==> config.mk <==
export PLATFORM = sky130hd
export DESIGN_NAME = svb_mac
export DESIGN_NICKNAME = d
export VERILOG_FILES = /design/src/hw/rtl/svb_pkg.sv /design/src/hw/rtl/svb_mac.sv
export SDC_FILE = /design/constraint.sdc
export NUM_CORES = 2
export LEC_CHECK = 0
export BUFFER_PORTS_ARGS = -buffer_cell sky130_fd_sc_hd__buf_2
export CORE_UTILIZATION = 50
export DETAILED_ROUTE_END_ITERATION = 10
export PLACE_DENSITY = 0.66
export SYNTH_ARGS = -nofsm -noshare
export SYNTH_HDL_FRONTEND = slang
export SYNTH_SLANG_ARGS = --single-unit
==> constraint.sdc <==
create_clock -name clk -period 16 [get_ports clk]
set_input_delay 1.6 -clock clk [delete_from_list [all_inputs] [get_ports clk]]
set_output_delay 1.6 -clock clk [all_outputs]
set_load 0.005 [all_outputs]
==> src/hw/rtl/svb_pkg.sv <==
// Shared types, constants and helpers for the skinned vertex bounds block.
// Used by svb_mac and skinned_vertex_bounds; depends on nothing else.
package svb_pkg;

  localparam int JOINT_COUNT = 256;
  localparam int FRAC_BITS   = 16;
  localparam int ELEMS       = 12;
  localparam int STORE_DEPTH = JOINT_COUNT * ELEMS;
  localparam int ADDR_W      = $clog2(STORE_DEPTH);
  localparam int OPND_W      = 33;
  localparam int PROD_W      = 2 * OPND_W;
  localparam int ACC_W       = PROD_W + 2;

  localparam logic signed [OPND_W-1:0] ONE_Q = OPND_W'(1) <<< FRAC_BITS;
  localparam logic signed [ACC_W-1:0]  HALF_Q = ACC_W'(1) <<< (FRAC_BITS - 1);

  localparam logic [2:0] OP_LOAD_LOCAL  = 3'd0;
  localparam logic [2:0] OP_LOAD_OFFSET = 3'd1;
  localparam logic [2:0] OP_COMPOSE     = 3'd2;
  localparam logic [2:0] OP_SKIN        = 3'd3;
  localparam logic [2:0] OP_CLEAR       = 3'd4;

  typedef enum logic [6:0] {
    ST_IDLE  = 7'b0000001,
    ST_MAT1  = 7'b0000010,
    ST_MAT2  = 7'b0000100,
    ST_BLEND = 7'b0001000,
    ST_XFORM = 7'b0010000,
    ST_BOX   = 7'b0100000,
    ST_OUT   = 7'b1000000
  } state_t;

  // One product term on its way through the multiply-accumulate unit.
  typedef struct packed {
    logic       valid;
    logic       first;
    logic       last;
    logic [3:0] dest;
  } term_t;

  // Weight byte scaled by 2^16/255 with rounding; 65536 = 255*257 + 1 makes it exact.
  function automatic logic [16:0] weight_q(logic [7:0] w);
    return {1'b0, w, 8'b0} + {9'b0, w} + {16'b0, w[7]};
  endfunction

  function automatic logic [ADDR_W-1:0] jaddr(logic [7:0] j, logic [3:0] e);
    return ADDR_W'({j, 3'b000}) + ADDR_W'({j, 2'b00}) + ADDR_W'(e);
  endfunction

endpackage

==> src/hw/rtl/svb_mac.sv <==
// Shared multiply-accumulate unit: one product per cycle, round half up, saturate.
// Depends on svb_pkg.
module svb_mac (
  input  logic                                  clk,
  input  logic                                  rst,
  input  svb_pkg::term_t                        term_in,
  input  logic signed [svb_pkg::OPND_W-1:0]     op_a,
  input  logic signed [svb_pkg::OPND_W-1:0]     op_b,
  output logic                                  busy,
  output logic                                  res_valid,
  output logic [3:0]                            res_dest,
  output logic signed [31:0]                    res
);
  import svb_pkg::*;

  term_t                    t2;
  logic signed [PROD_W-1:0] prod;
  logic signed [ACC_W-1:0]  acc;
  logic signed [ACC_W-1:0]  acc_next;
  logic [ACC_W-FRAC_BITS-32:0] acc_hi;
  logic signed [31:0]       res_next;

  always_comb begin
    acc_next = (t2.first ? HALF_Q : acc) + ACC_W'(prod);
    acc_hi   = acc_next[ACC_W-1:FRAC_BITS+31];
    if (&acc_hi || ~|acc_hi) begin
      res_next = acc_next[FRAC_BITS+31:FRAC_BITS];
    end else if (acc_next[ACC_W-1]) begin
      res_next = 32'sh8000_0000;
    end else begin
      res_next = 32'sh7fff_ffff;
    end
  end

  always_ff @(posedge clk) begin
    prod <= op_a * op_b;
    if (t2.valid) begin
      acc <= acc_next;
    end
    if (t2.valid && t2.last) begin
      res      <= res_next;
      res_dest <= t2.dest;
    end
    if (rst) begin
      t2        <= '0;
      res_valid <= 1'b0;
    end else begin
      t2        <= term_in;
      res_valid <= t2.valid && t2.last;
    end
  end

  assign busy = t2.valid || res_valid;

endmodule
==> flow_summary_export.csv <==
group,metric,value,unit
status,status,"completed",
clock_tree,clockRootBuffer,"clkbuf_16",
critical_path,startpoint_type,"input port",
finish,postLayoutCellArea,50300,µm²
timing,maxSlewHeadroom,26.6,%
finish,synthToLayoutAreaGrowth,4.05,%
critical_path,timing.rr.start,"t2[5]",
global_routing,grt_start_max_net_pins,71,
clock_tree,numCtsBuffers,17,
yosys,ys_seq_area_share,9.52,%
timing,clock_skew,11.5,ps
critical_path,cp.arrival,10330,ps
hold_path,hold_path_class,"flop to flop",
yosys,syn_nets,6621,
clock_tree,clkLatencyLatePin,450,ps
yosys,syn_area,48400,µm²
finish,fill_cells,8730,
hold_path,holdCritStartpoint,"t2[2]",
routing,drt_iter0_drc,2628,
place,gp_congestion,0.908,
floorplan,fp.dieArea,98000,µm²
routing,vias,34100,
timing,maxSlewViolCount,0,
floorplan,start_util,50.7,%
critical_path,crit_type,"input port to flop",
flow_run,maxCapViolCount,0,
routing,wl_per_cell,20.7,µm
timing,rsz0062_at_grt,"false",
routing,route.top_layer_used,"met5",
global_routing,grt_antenna_before_repair,6,
critical_path,reg2reg_slack,9570,ps
yosys,yosysMostFrequentCell,"inv_1",
timing,setup_violations,0,
yosys,yosys-top-cells-count,"inv_1, fa_1, nand2_1",
global_routing,grt_pass1_vias,36900,
timing,timing.final.crit_share,62.5,%
critical_path,reg2reg_depth,18,
hold_path,min_path_cells,0,
routing,viasPerCell,5.42,
critical_path,max_stage_delay,750,ps
clock_tree,cts_tree,"done",
critical_path,cp.required,16330,ps
global_routing,overflow,0,
yosys,synth_flop_cell,"edfxtp_1",
timing,final-hold-violation-count,0,
floorplan,dieWidth,313,µm
critical_path,critPathSlowestCell,"buf_2",
yosys,ys_ff_latch,178,
routing,wl_met3,11900,µm
global_routing,grt_use_total,27.8,%
clock_tree,clockBufferDepth,2,
timing,worstMarginPinSlew,1100,ps
place,placed_area,49800,µm²
yosys,synth_top_area_share,47.4,%
clock_tree,cts-htree-levels,4,
clock_tree,post_cts_buffers,0,
routing,routed_wirelength,130000,µm
yosys,synth_warnings,0,
place,io_buffers,112,
clock_tree,ctsHoldBuffers,0,
floorplan,fp.coreArea,95400,µm²
clock_tree,cts_resized,0,
routing,met1_length,55500,µm
timing,setup_slack,6010,ps
routing,route.detailed.drc,0,
finish,nets,6528,
yosys,synth_top_area_cell,"fa_1",
yosys,yosys-top-cells-area,"fa_1, inv_1, ha_1",
critical_path,crit_path_max_fanout,33,
clock_tree,cts.sinks,178,
place,place_ws,5640,ps
yosys,syn_area_per_cell,9.46,µm²
floorplan,placementRows,113,
timing,timing.fmax,100,MHz
routing,wl_met2,58500,µm
timing,tns,0,ps
yosys,synth_cell_type_count,74,
routing,firstDrtPassIters,9,
finish,layout-drive-gt1-share,4.35,%
yosys,synth-edff-count,104,
critical_path,endpoint_kind,"flop",
timing,period_minus_slack,9990,ps
hold_path,whs_endpoint,"res_dest[2]",
yosys,synthCells,5116,
floorplan,io_pins,113,
place,dp_hpwl,98900,µm
clock_tree,cts.clk_slew.worst_paths,70,ps
yosys,ys_async_sr_fraction,0,%
critical_path,cp_common_cell,"fa_1",
floorplan,die_y,313,µm
global_routing,grt_first_pass_wirelength,210000,µm
routing,final_antenna_net_count,0,
critical_path,r2r_end,"res[0]",
-- final cells by class --
cell class	count	area [µm²]	share of cell area [%]
tap	1265	1580	3.14
clock buffer	23	479	0.952
inverter	1170	4390	8.72
multi-input combinational	3517	38400	76.3
antenna	3	7.51	0.0149
timing repair buffer	139	763	1.52
clock inverter	9	97.6	0.194
sequential	178	4610	9.15
-- registers in the layout, indices dropped and copies added, names as in the netlist --
register   flops
acc           68
prod          66
t2             7
res_dest       4
res_valid      1
res           32
-- worst max path at each step --
stage,startpoint,slack (ps),endpoint
detailed placement,op_a[19],5640,prod[62]
CTS,op_a[19],6120,prod[62]
global route,op_a[20],5610,prod[62]
floorplan,op_a[32],7100,prod[65]
global placement,op_a[19],5800,prod[62]
finish,op_b[9],6010,prod[62]
-- routing by layer --
metal	up-vias	track usage, %
met4	8	8.91
met1	17400	38.5
met5	-	0
met2	1498	43.8
met3	260	5.68
li1	15000	-
-- cell usage in the layout (no fill, tap or decap), types with 27 or more instances in the layout --
master and n:
a21o_1 75, a21oi_1 142, a21oi_2 30, and2_1 562, buf_2 112, buf_4 27, dfxtp_1 72, edfxtp_1 104
fa_1 1146, ha_1 284, inv_1 1170, nand2_1 590, nand2b_1 34, nand4_1 31, nor2_1 85, nor2b_1 91
o21ai_0 68, xnor2_1 87, xor2_1 49
-- cells by family (layout without fill, tap and decap cells) --
logic type | after synthesis | count (layout) | share of synthesized area [%]
mux | 4 | 4 | 0.0828
buf+inv | 1421 | 1341 | 11.1
other cells | 0 | 3 | 0
fa+ha+maj | 1430 | 1430 | 54.8
compound gates | 459 | 459 | 6.23
simple gates | 1488 | 1488 | 15.8
xor+xnor | 136 | 136 | 2.46
flops | 178 | 178 | 9.52
-- critical path, delay by kind of cell --
| family | cells | cell delay [ps] |
|---|---|---|
| XOR/XNOR | 1 | 160 |
| AND/OR/NAND/NOR | 2 | 440 |
| AO/OA/AOI/OAI | 9 | 2800 |
| adder cells (fa/ha/maj) | 9 | 4280 |
| buffers and inverters | 6 | 1000 |
-- metrics by stage --
stage | std cells | hold slack [ps] | util, %
global route | 6301 | 416 | 52.7
CTS | 6301 | 407 | 52.7
detailed placement | 6269 | 390 | 52.1
floorplan | 5116 | 386 | -
finish | 6304 | 407 | 52.7
global placement | 6269 | 386 | 52.1
Power is left out: the tool's default activity adds up to more than one toggle a clock period on the data nets, which glitch-free logic cannot reach.
